$ cat src/hdl/bitmap_frame_allocator_core_defines.svh
// assertion macros for the frame allocator core
`ifndef BITMAP_FRAME_ALLOCATOR_CORE_DEFINES_SVH
`define BITMAP_FRAME_ALLOCATOR_CORE_DEFINES_SVH

// condition holds at every edge outside reset
`define BFA_ASSERT_ALWAYS(label, clk, rst, cond, msg) \
   label: assert property (@(posedge clk) disable iff (rst) (cond)) else $error(msg);

// consequent holds in the cycle after the trigger
`define BFA_ASSERT_NEXT(label, clk, rst, trig, cons, msg) \
   label: assert property (@(posedge clk) disable iff (rst) (trig) |=> (cons)) else $error(msg);

`endif

$ cat src/hdl/bfa_first_zero.sv
// finds the lowest clear bit of a map word outside the masked positions
module bfa_first_zero #(
   parameter int WORD_BITS = 32,
   parameter int IDX_W     = 5
) (
   input  logic [WORD_BITS-1:0] word,
   input  logic [WORD_BITS-1:0] lo_mask,
   input  logic [WORD_BITS-1:0] hi_mask,
   output logic                 found,
   output logic [IDX_W-1:0]     index
);

   logic [WORD_BITS-1:0] avail;

   assign avail = ~(word | lo_mask | hi_mask);
   assign found = |avail;

   always_comb begin
      index = '0;
      for (int i = WORD_BITS - 1; i >= 0; i--) begin
         if (avail[i]) begin
            index = IDX_W'(i);
         end
      end
   end

endmodule

$ cat config.mk
export PLATFORM = sky130hd
export DESIGN_NAME = bfa_first_zero
export DESIGN_NICKNAME = d
export VERILOG_FILES = /design/src/hdl/bitmap_frame_allocator_core_defines.svh /design/src/hdl/bfa_first_zero.sv
export SDC_FILE = /design/constraint.sdc
export NUM_CORES = 1
export LEC_CHECK = 0
export BUFFER_PORTS_ARGS = -buffer_cell sky130_fd_sc_hd__buf_2
export CORE_MARGIN = 2
export CORE_UTILIZATION = 28
export DETAILED_ROUTE_END_ITERATION = 16
export PLACE_DENSITY = 0.91
export SLEW_MARGIN = 40
export SYNTH_ARGS = -nofsm -noshare
export SYNTH_HDL_FRONTEND = slang
export SYNTH_SLANG_ARGS = --single-unit
$ cat constraint.sdc
create_clock -name vclk -period 1.8
set_clock_uncertainty 0.2 [all_clocks]
set_input_delay 0.09 -clock vclk [all_inputs]
set_output_delay 0.09 -clock vclk [all_outputs]
set_load 0.02 [all_outputs]
## After elaboration in Yosys (flattened, before gate mapping)

Index checks and enable logic that the tools add are counted.

| storage, ports and cells | value |
|---|---|
| register bits after elaboration | 0 |
| output and inout port bits | 6 |
| word-level logic and storage cells | 36 |

| operators by class | value |
|---|---|
| mux-type cells | 32 |
| bitwise operators | 3 |
| reductions and logical operators | 1 |

Operators with widths:

| cell | count |
|---|---|
| two-way mux 5 bit | 32 |
| OR 32 bit | 2 |
| inverter 32 bit | 1 |
| OR reduction 32 bit | 1 |

## Depth between registers and ports, before layout

Gate-level depths: netlist (run 1).

| depth | value |
|---|---|
| word-level depth | 35 |
| depth in mapped cells | 6 |
| gate-level depth less buffers | 6 |

## Least setup slack after synthesis (run 1)

OpenSTA, ideal clock, no wires.

| timing | value |
|---|---|
| kind | input to output |
| start point | input port lo_mask[23] |
| end point | output port index[1] |
| data arrival time | 1.371 ns |
| path slack | 0.139 ns |
| stages | 5 |
| path through | or3_4 > o31ai_4 > o21ai_1 > a311o_1 > a31oi_1 |

| between the ends | value |
|---|---|
| cells in the longest elaborated chain, start to end | 27 |

Ends and longest elaborated chain:

| what | line | RTL |
|---|---|---|
| start: declaration | bfa_first_zero.sv:7 | `input logic [WORD_BITS-1:0] lo_mask,` |
| OR 32 bit (2 in series) | bfa_first_zero.sv:15 | `assign avail = ~(word \| lo_mask \| hi_mask);` |
| inverter 32 bit | bfa_first_zero.sv:15 |  |
| two-way mux 5 bit (24 in series) | bfa_first_zero.sv:21 | `if (avail[i]) begin` |
| end: declaration | bfa_first_zero.sv:10 | `output logic [IDX_W-1:0] index` |

Every way passes these cells.

## Final worst setup path (run 1)

Ends and elaborated chain as after synthesis.

==> results of run 1 <==
-- Yosys cell counts (all sizes together) --
library cell,n
nand3,4
nor3,33
nand2b,3
o21ai,4
o21a,1
nor4,1
a21boi,1
or3,7
nor2b,3
a311o,1
o211ai,3
o31ai,4
a21oi,4
o41ai,2
nor2,20
a31oi,3
or2,1
nand2,9
-- per-stage QoR --
step / utilization (%) / setup WS [ns]
final: 62.6 / 0.0810
after CTS: 58.6 / 0.0106
after global routing: 62.6 / -0.0205
after detailed placement: 58.6 / 0.0167
after global placement: 58.6 / 0.0389
after floorplan: - / 0.139
-- cell families (layout without fill, tap and decap cells) --
logic type / Yosys count / in the layout / share of synthesized area, %
buf+inv: 0 / 106 / 0
compound gates: 23 / 23 / 29.4
simple gates: 81 / 81 / 70.6
-- metal layers --
layer / routed length (microns) / track usage (%) / up-vias
met3: 268 / 1.23 / 0
met2: 1250 / 35.6 / 63
met5: 0 / 0 / -
li1: - / - / 615
met4: 0 / 0 / 0
met1: 903 / 19.3 / 471
-- power groups by stage --
stage | registers (mW) | logic [mW] | clock network [mW]
CTS | 0 | 0.285 | 0
floorplan | 0 | 0.137 | 0
finish | 0 | 0.305 | 0
global route | 0 | 0.335 | 0
global placement | 0 | 0.280 | 0
detailed placement | 0 | 0.284 | 0
-- layout make-up --
class	instances	area, sq um
timing repair buffer	106	556
fill	190	726
multi-input combinational	104	627
tap	27	33.8
-- worst max path at each step --
stage                            from  endpoint  slack (ns)  cells past startpoint
final                     lo_mask[23]  index[1]        0.08                      7
after global routing      lo_mask[21]  index[0]       -0.02                      8
after floorplan           lo_mask[23]  index[1]        0.14                      5
after global placement    lo_mask[30]  index[1]        0.04                      8
after CTS                 lo_mask[30]  index[1]        0.01                      8
after detailed placement  lo_mask[26]  index[1]        0.02                      8
-- worst max-delay path, stage by stage --
cell	delay [ns]
buf_2	0.09
or3_4	0.39
o31ai_4	0.07
o21ai_1	0.10
a311o_1	0.36
a31oi_1	0.14
buf_2	0.18
-- timing repair --
item | in CTS | in global routing
endpoints found under the setup margin | 0 | 2
hold buffers | 0 | 0
endpoints found under the hold margin | 0 | 0
setup buffers | 0 | 1
resized for setup | 0 | 13
==> impl_metrics.env, run 1 <==
export IMPL_maxSlewViolCount=0
export IMPL_p_seq_share_pct=0
export IMPL_drive_gt1_share_pct=56.2
export IMPL_drv_cap=0
export IMPL_vias_per_cell=4.85
export IMPL_hpwl_mm=2.14
export IMPL_nClkBuffers=0
export IMPL_num_vias=1149
export IMPL_hp_class="in2out"
export IMPL_seq_area_sq_um=0
export IMPL_power_switching_mw=0.146
export IMPL_p_sw_share_pct=48.0
export IMPL_final_cell_mix="99 x buf_2, 28 x nor3_1, 20 x nor2_1, 9 x nand2_1"
export IMPL_intPower_mw=0.158
export IMPL_path_max_fanout=2
export IMPL_grt_pass1_wl_mm=3.51
export IMPL_worstMarginPinSlew_ns=0.414
export IMPL_placed_area_sq_um=1140
export IMPL_ir_drop_uv=122
export IMPL_ys_types=22
export IMPL_p_leak_nw=0.632
export IMPL_dp_cells=236
export IMPL_holdCritStartpoint="hi_mask[1]"
export IMPL_n_sequential_cell=0
export IMPL_hold_viol_final=0
export IMPL_worstSetupEndpointType="output port"
export IMPL_die_h_microns=49.1
export IMPL_dieArea_sq_um=2410
export IMPL_core_area_sq_um=1940
export IMPL_holdWs_ns=0.451
export IMPL_yosysWarnings=0
export IMPL_path_class="in2out"
export IMPL_port_buffers=102
export IMPL_wirelength_mm=2.42
export IMPL_period_minus_slack_ns=1.72
export IMPL_final_common_cell="buf_2"
export IMPL_holdPathEnd="index[1]"
export IMPL_drt_initial_drc_count=10
export IMPL_cp_required_ns=1.51
export IMPL_critPathLaunchType="input port"
export IMPL_synth_area_sq_um=571
export IMPL_diodes=0
export IMPL_final_antenna_net_count=0
export IMPL_arrival_ns=1.43
export IMPL_wl_per_cell_microns=10.2
export IMPL_p_total_mw=0.305
export IMPL_synth_seq_area_share_pct=0
export IMPL_yosysTopAreaCellShare_pct=27.2
export IMPL_power_density_nw_per_um2=250
export IMPL_setup_viol_count_final=0
export IMPL_fin_tns_setup_ns=0
export IMPL_io_pins=102
export IMPL_gp_congestion=0.694
export IMPL_min_period_over_period_pct=95.5
export IMPL_synth_cells=104
export IMPL_grt_max_degree=5
export IMPL_grt_usage_pct=17.0
export IMPL_syn2layout_area_growth_pct=113
export IMPL_synth_area_top_cells="nor3_1 27%, nor2_1 13%, or3_1 6.6%"
export IMPL_grt_antenna_before_repair=0
export IMPL_start_util_pct=29.4
export IMPL_overflow=0
export IMPL_holdPathStages=4
export IMPL_synth_area_leader_cell="nor3_1"
export IMPL_design_area_sq_um=1220
export IMPL_slew_headroom_pct=72.2
export IMPL_drc=0
export IMPL_status="complete, no violations"
export IMPL_stdcell_count=237
export IMPL_die_x_microns=49.1
export IMPL_nNetsFinal=308
export IMPL_first_global_vias=938
export IMPL_row_count=16
export IMPL_clkPwrFrac_pct=0
export IMPL_timing_fmax_mhz=582
export IMPL_power_frac_comb_pct=100.0
export IMPL_syn_nets=200
export IMPL_drtPass1Iterations=4
export IMPL_synth_area_per_cell_sq_um=5.49
(Power assumes the default switching activity.)
==> run 2, diff against run 1 <==
--- a/config.mk
+++ b/config.mk
@@ -5,9 +5,10 @@
 export SDC_FILE = /design/constraint.sdc
 export NUM_CORES = 1
 export LEC_CHECK = 0
+export ABC_AREA = 1
 export BUFFER_PORTS_ARGS = -buffer_cell sky130_fd_sc_hd__buf_2
 export CORE_MARGIN = 2
-export CORE_UTILIZATION = 28
+export CORE_UTILIZATION = 31
 export DETAILED_ROUTE_END_ITERATION = 16
 export PLACE_DENSITY = 0.91
 export SLEW_MARGIN = 40
==> impl_metrics.env, run 2 <==
export IMPL_maxSlewViolCount=0
export IMPL_grt_antenna_before_repair=0
export IMPL_first_global_vias=1071
export IMPL_final_cell_mix="98 x buf_2, 50 x nand2_1, 23 x or3_4, 18 x nor2_1, 12 x buf_4"
export IMPL_drt_initial_drc_count=5
export IMPL_final_util_pct=66.0
export IMPL_setup_viol_count_final=2
export IMPL_grt_setup_unrepaired="yes"
export IMPL_hpwl_mm=2.18
export IMPL_grt_pass1_wl_mm=3.73
export IMPL_worstSetupEndpointType="output port"
export IMPL_start_util_pct=33.7
export IMPL_timing_fmax_mhz=421
export IMPL_syn2layout_area_growth_pct=96.0
export IMPL_seq_area_sq_um=0
export IMPL_final_common_cell="buf_2"
export IMPL_holdCritStartpoint="hi_mask[3]"
export IMPL_crit_slowest_cell="or3_4"
export IMPL_yosysWarnings=0
export IMPL_vias_per_cell=4.51
export IMPL_hold_viol_final=0
export IMPL_holdPathEnd="index[1]"
export IMPL_p_total_mw=0.332
export IMPL_grt_usage_pct=17.2
export IMPL_holdWs_ns=0.385
export IMPL_io_pins=102
export IMPL_wirelength_mm=2.31
export IMPL_gp_congestion=0.722
export IMPL_yosysTopAreaCellShare_pct=38.1
export IMPL_dieArea_sq_um=2590
export IMPL_power_density_nw_per_um2=249
export IMPL_yosysMostFrequentCell="nand2_1"
export IMPL_num_vias=1168
export IMPL_arrival_ns=2.08
export IMPL_crit_buf_inv=2
export IMPL_syn_nets=216
export IMPL_synth_seq_area_share_pct=0
export IMPL_wl_per_cell_microns=8.92
export IMPL_hp_class="in2out"
export IMPL_path_max_fanout=2
export IMPL_critical_path_top_delay_family="simple AND/OR/NAND/NOR gates"
export IMPL_drive_gt1_share_pct=61.6
export IMPL_grt_max_degree=4
export IMPL_drv_cap=0
export IMPL_fillers=203
export IMPL_p_leak_nw=0.843
export IMPL_synth_cells_most_frequent="52 x nand2_1, 23 x or3_4, 18 x nor2_1"
export IMPL_synth_area_per_cell_sq_um=5.67
export IMPL_fin_ws_ns=-0.573
export IMPL_nNetsFinal=330
export IMPL_slew_headroom_pct=82.8
export IMPL_holdPathStages=4
export IMPL_diodes=0
export IMPL_synth_area_leader_cell="or3_4"
export IMPL_n_sequential_cell=0
export IMPL_synth_area_top_cells="or3_4 38%, nand2_1 29%, nor2_1 9.9%"
export IMPL_final_antenna_net_count=0
export IMPL_core_area_sq_um=2020
export IMPL_nClkBuffers=0
export IMPL_worstMarginPinSlew_ns=0.256
export IMPL_synth_cells=120
export IMPL_ir_drop_uv=133
export IMPL_period_minus_slack_ns=2.37
export IMPL_die_h_microns=50.9
export IMPL_synth_area_sq_um=681
export IMPL_multiInputGateArea_sq_um=671
export IMPL_row_count=16
export IMPL_min_period_over_period_pct=132
export IMPL_hold_buffers=0
export IMPL_crit_top_cell="nand2_1"
export IMPL_path_class="in2out"
export IMPL_critPathMaxStageDelay_ns=0.38
export IMPL_die_x_microns=50.9
export IMPL_drc=0
export IMPL_status="finished with violations"
export IMPL_port_buffers=102
export IMPL_violations="negative setup slack"
export IMPL_drtPass1Iterations=4
export IMPL_overflow=0
export IMPL_critPathLaunchType="input port"
export IMPL_cp_required_ns=1.51
export IMPL_ys_types=16
-- run 2: final cells by class --
type / instances / share of cell area [%]
well taps: 27 / 2.53
inverters: 7 / 1.97
multi-input cells: 113 / 50.3
repair buffers: 112 / 45.2
-- run 2: how the worst max path moves through the flow --
stage / from / to / slack, ns / cells after the start
after floorplan: lo_mask[27] / index[0] / -0.29 / 28
after CTS: lo_mask[27] / index[0] / -0.58 / 30
after global placement: lo_mask[27] / index[0] / -0.59 / 30
after global routing: lo_mask[27] / index[0] / -0.85 / 30
after detailed placement: lo_mask[27] / index[0] / -0.61 / 30
final: lo_mask[27] / index[0] / -0.57 / 30
-- run 2: per-stage QoR --
step           setup slack (ns)  setup TNS (ns)  instances  cell area, sq um
6_report                 -0.573          -0.713        259              1330
5_1_grt                  -0.854           -1.17        259              1330
4_1_cts                  -0.576          -0.732        259              1330
2_1_floorplan            -0.286          -0.300        120               688
3_3_place_gp             -0.594          -0.748        259              1310
3_5_place_dp             -0.614          -0.781        259              1310
-- run 2: repair_timing --
item | CTS | global route
setup buffers | 0 | 0
resized for setup | 5 | 3
pin swaps | 0 | 1
endpoints found under the setup margin | 2 | 3
-- run 2: cells by family (layout without fill, tap and decap cells) --
logic type	after synthesis	count (layout)	synth area share, %
buf+inv	7	119	3.86
simple gates	103	103	86.4
compound gates	10	10	9.74
-- run 2: where the power goes --
group          switching [mW]  total [mW]  internal, mW
registers                   0           0             0
logic                   0.148       0.332         0.184
clock network               0           0             0
-- run 2: metal layers --
| metal | share of wire, % | GRT usage (%) | vias up |
|---|---|---|---|
| met5 | 0 | 0 | - |
| met4 | 0 | 0 | 0 |
| met3 | 9.1 | 1.46 | 0 |
| met2 | 56 | 39.7 | 53 |
| met1 | 35 | 16.7 | 488 |
| li1 | - | - | 627 |
==> run 3, diff against run 2 <==
--- a/config.mk
+++ b/config.mk
@@ -8,9 +8,9 @@
 export ABC_AREA = 1
 export BUFFER_PORTS_ARGS = -buffer_cell sky130_fd_sc_hd__buf_2
 export CORE_MARGIN = 2
-export CORE_UTILIZATION = 31
+export CORE_UTILIZATION = 34
 export DETAILED_ROUTE_END_ITERATION = 16
-export PLACE_DENSITY = 0.91
+export PLACE_DENSITY = 0.95
 export SLEW_MARGIN = 40
 export SYNTH_ARGS = -nofsm -noshare
 export SYNTH_HDL_FRONTEND = slang
==> constraint.sdc (replaced) <==
create_clock -name vclk -period 2.85
set_clock_uncertainty 0.2 [all_clocks]
set_input_delay 0.1425 -clock vclk [all_inputs]
set_output_delay 0.1425 -clock vclk [all_outputs]
set_load 0.02 [all_outputs]
==> impl_metrics.env, run 3 (synthesis results as in run 2) <==
export IMPL_maxSlewViolCount=0
export IMPL_n_sequential_cell=0
export IMPL_syn2layout_area_growth_pct=80.0
export IMPL_fin_tns_setup_ns=0
export IMPL_overflow=0
export IMPL_gp_congestion=0.744
export IMPL_port_buffers=102
export IMPL_arrival_ns=2.13
export IMPL_final_antenna_net_count=0
export IMPL_setup_viol_count_final=0
export IMPL_die_x_microns=48.7
export IMPL_grt_setup_unrepaired="no"
export IMPL_status="complete, no violations"
export IMPL_grt_antenna_before_repair=0
export IMPL_grt_usage_pct=16.7
export IMPL_nClkBuffers=0
export IMPL_drv_cap=0
export IMPL_worstMarginPinSlew_ns=0.273
export IMPL_crit_top_cell="nand2_1"
export IMPL_final_cell_mix="102 x buf_2, 52 x nand2_1, 23 x or3_4, 18 x nor2_1, 6 x inv_1"
export IMPL_power_density_nw_per_um2=153
export IMPL_grt_pass1_wl_mm=3.44
export IMPL_fillers=191
export IMPL_hold_viol_final=0
export IMPL_path_class="in2out"
export IMPL_post_cts_resized=0
export IMPL_ir_drop_uv=89.1
export IMPL_hpwl_mm=2.02
export IMPL_stdcell_count=249
export IMPL_seq_area_sq_um=0
export IMPL_post_cts_buffers=0
export IMPL_diodes=0
export IMPL_final_util_pct=63.7
export IMPL_row_count=16
export IMPL_vias_per_cell=4.52
export IMPL_worstSetupEndpointType="output port"
export IMPL_drt_initial_drc_count=14
export IMPL_p_leak_nw=0.787
export IMPL_die_h_microns=48.7
export IMPL_hold_buffers=0
export IMPL_holdWs_ns=0.453
export IMPL_num_vias=1126
export IMPL_nNetsFinal=320
export IMPL_critPathMaxStageDelay_ns=0.37
export IMPL_critPathLaunchType="input port"
export IMPL_dieArea_sq_um=2380
export IMPL_drc=0
export IMPL_wl_per_cell_microns=8.57
export IMPL_grt_max_degree=4
export IMPL_min_period_over_period_pct=86.6
export IMPL_cp_required_ns=2.51
export IMPL_slew_headroom_pct=81.7
export IMPL_first_global_vias=983
export IMPL_start_util_pct=35.4
export IMPL_wirelength_mm=2.13
export IMPL_hp_class="in2out"
export IMPL_dp_cells=249
export IMPL_final_common_cell="buf_2"
export IMPL_crit_slowest_cell="or3_4"
export IMPL_period_minus_slack_ns=2.47
export IMPL_path_max_fanout=2
export IMPL_io_pins=102
export IMPL_timing_fmax_mhz=405
export IMPL_p_total_mw=0.188
export IMPL_drive_gt1_share_pct=58.6
export IMPL_core_area_sq_um=1920
export IMPL_drtPass1Iterations=4
[run 3: cell count changes in the layout (fill, tap and decap cells not counted), sizes merged]
cell	delta
buf	-10
[run 3: worst paths after layout]
kind               startpoint        to  slack, ns  cells after the start
setup / recovery  lo_mask[27]  index[0]       0.38                     30
hold / removal     hi_mask[0]  index[0]       0.45                      4
[run 3: layout make-up]
class	count	area (sq um)	share of cell area, %
multi-input combinational	113	654	53.4
inverter	7	26.3	2.15
tap	27	33.8	2.76
timing repair buffer	102	510	41.7
[run 3: worst max-delay path: cells and delay by family]
family	cells	cell delay, ns
AO/OA/AOI/OAI	1	0.10
buffers and inverters	2	0.26
AND/OR/NAND/NOR	27	1.64
[run 3: through the flow]
| step | setup slack (ns) | area [sq um] |
|---|---|---|
| 3_5_place_dp | 0.375 | 1220 |
| 4_1_cts | 0.361 | 1220 |
| 2_1_floorplan | 0.624 | 681 |
| 3_3_place_gp | 0.385 | 1220 |
| 6_report | 0.381 | 1220 |
| 5_1_grt | 0.0222 | 1220 |
[run 3: routing by layer]
| layer | part of all wire, % | vias to the layer above | track usage, % |
|---|---|---|---|
| li1 | - | 606 | - |
| met1 | 35 | 468 | 16.7 |
| met2 | 54 | 52 | 37.2 |
| met3 | 11 | 0 | 2.16 |
| met4 | 0 | 0 | 0 |
| met5 | 0 | - | 0 |
[run 3: where the power goes]
| part | internal (mW) | leakage (nW) | switching (mW) |
|---|---|---|---|
| Clock | 0 | 0 | 0 |
| Combinational | 0.100 | 0.787 | 0.0878 |
| Sequential | 0 | 0 | 0 |
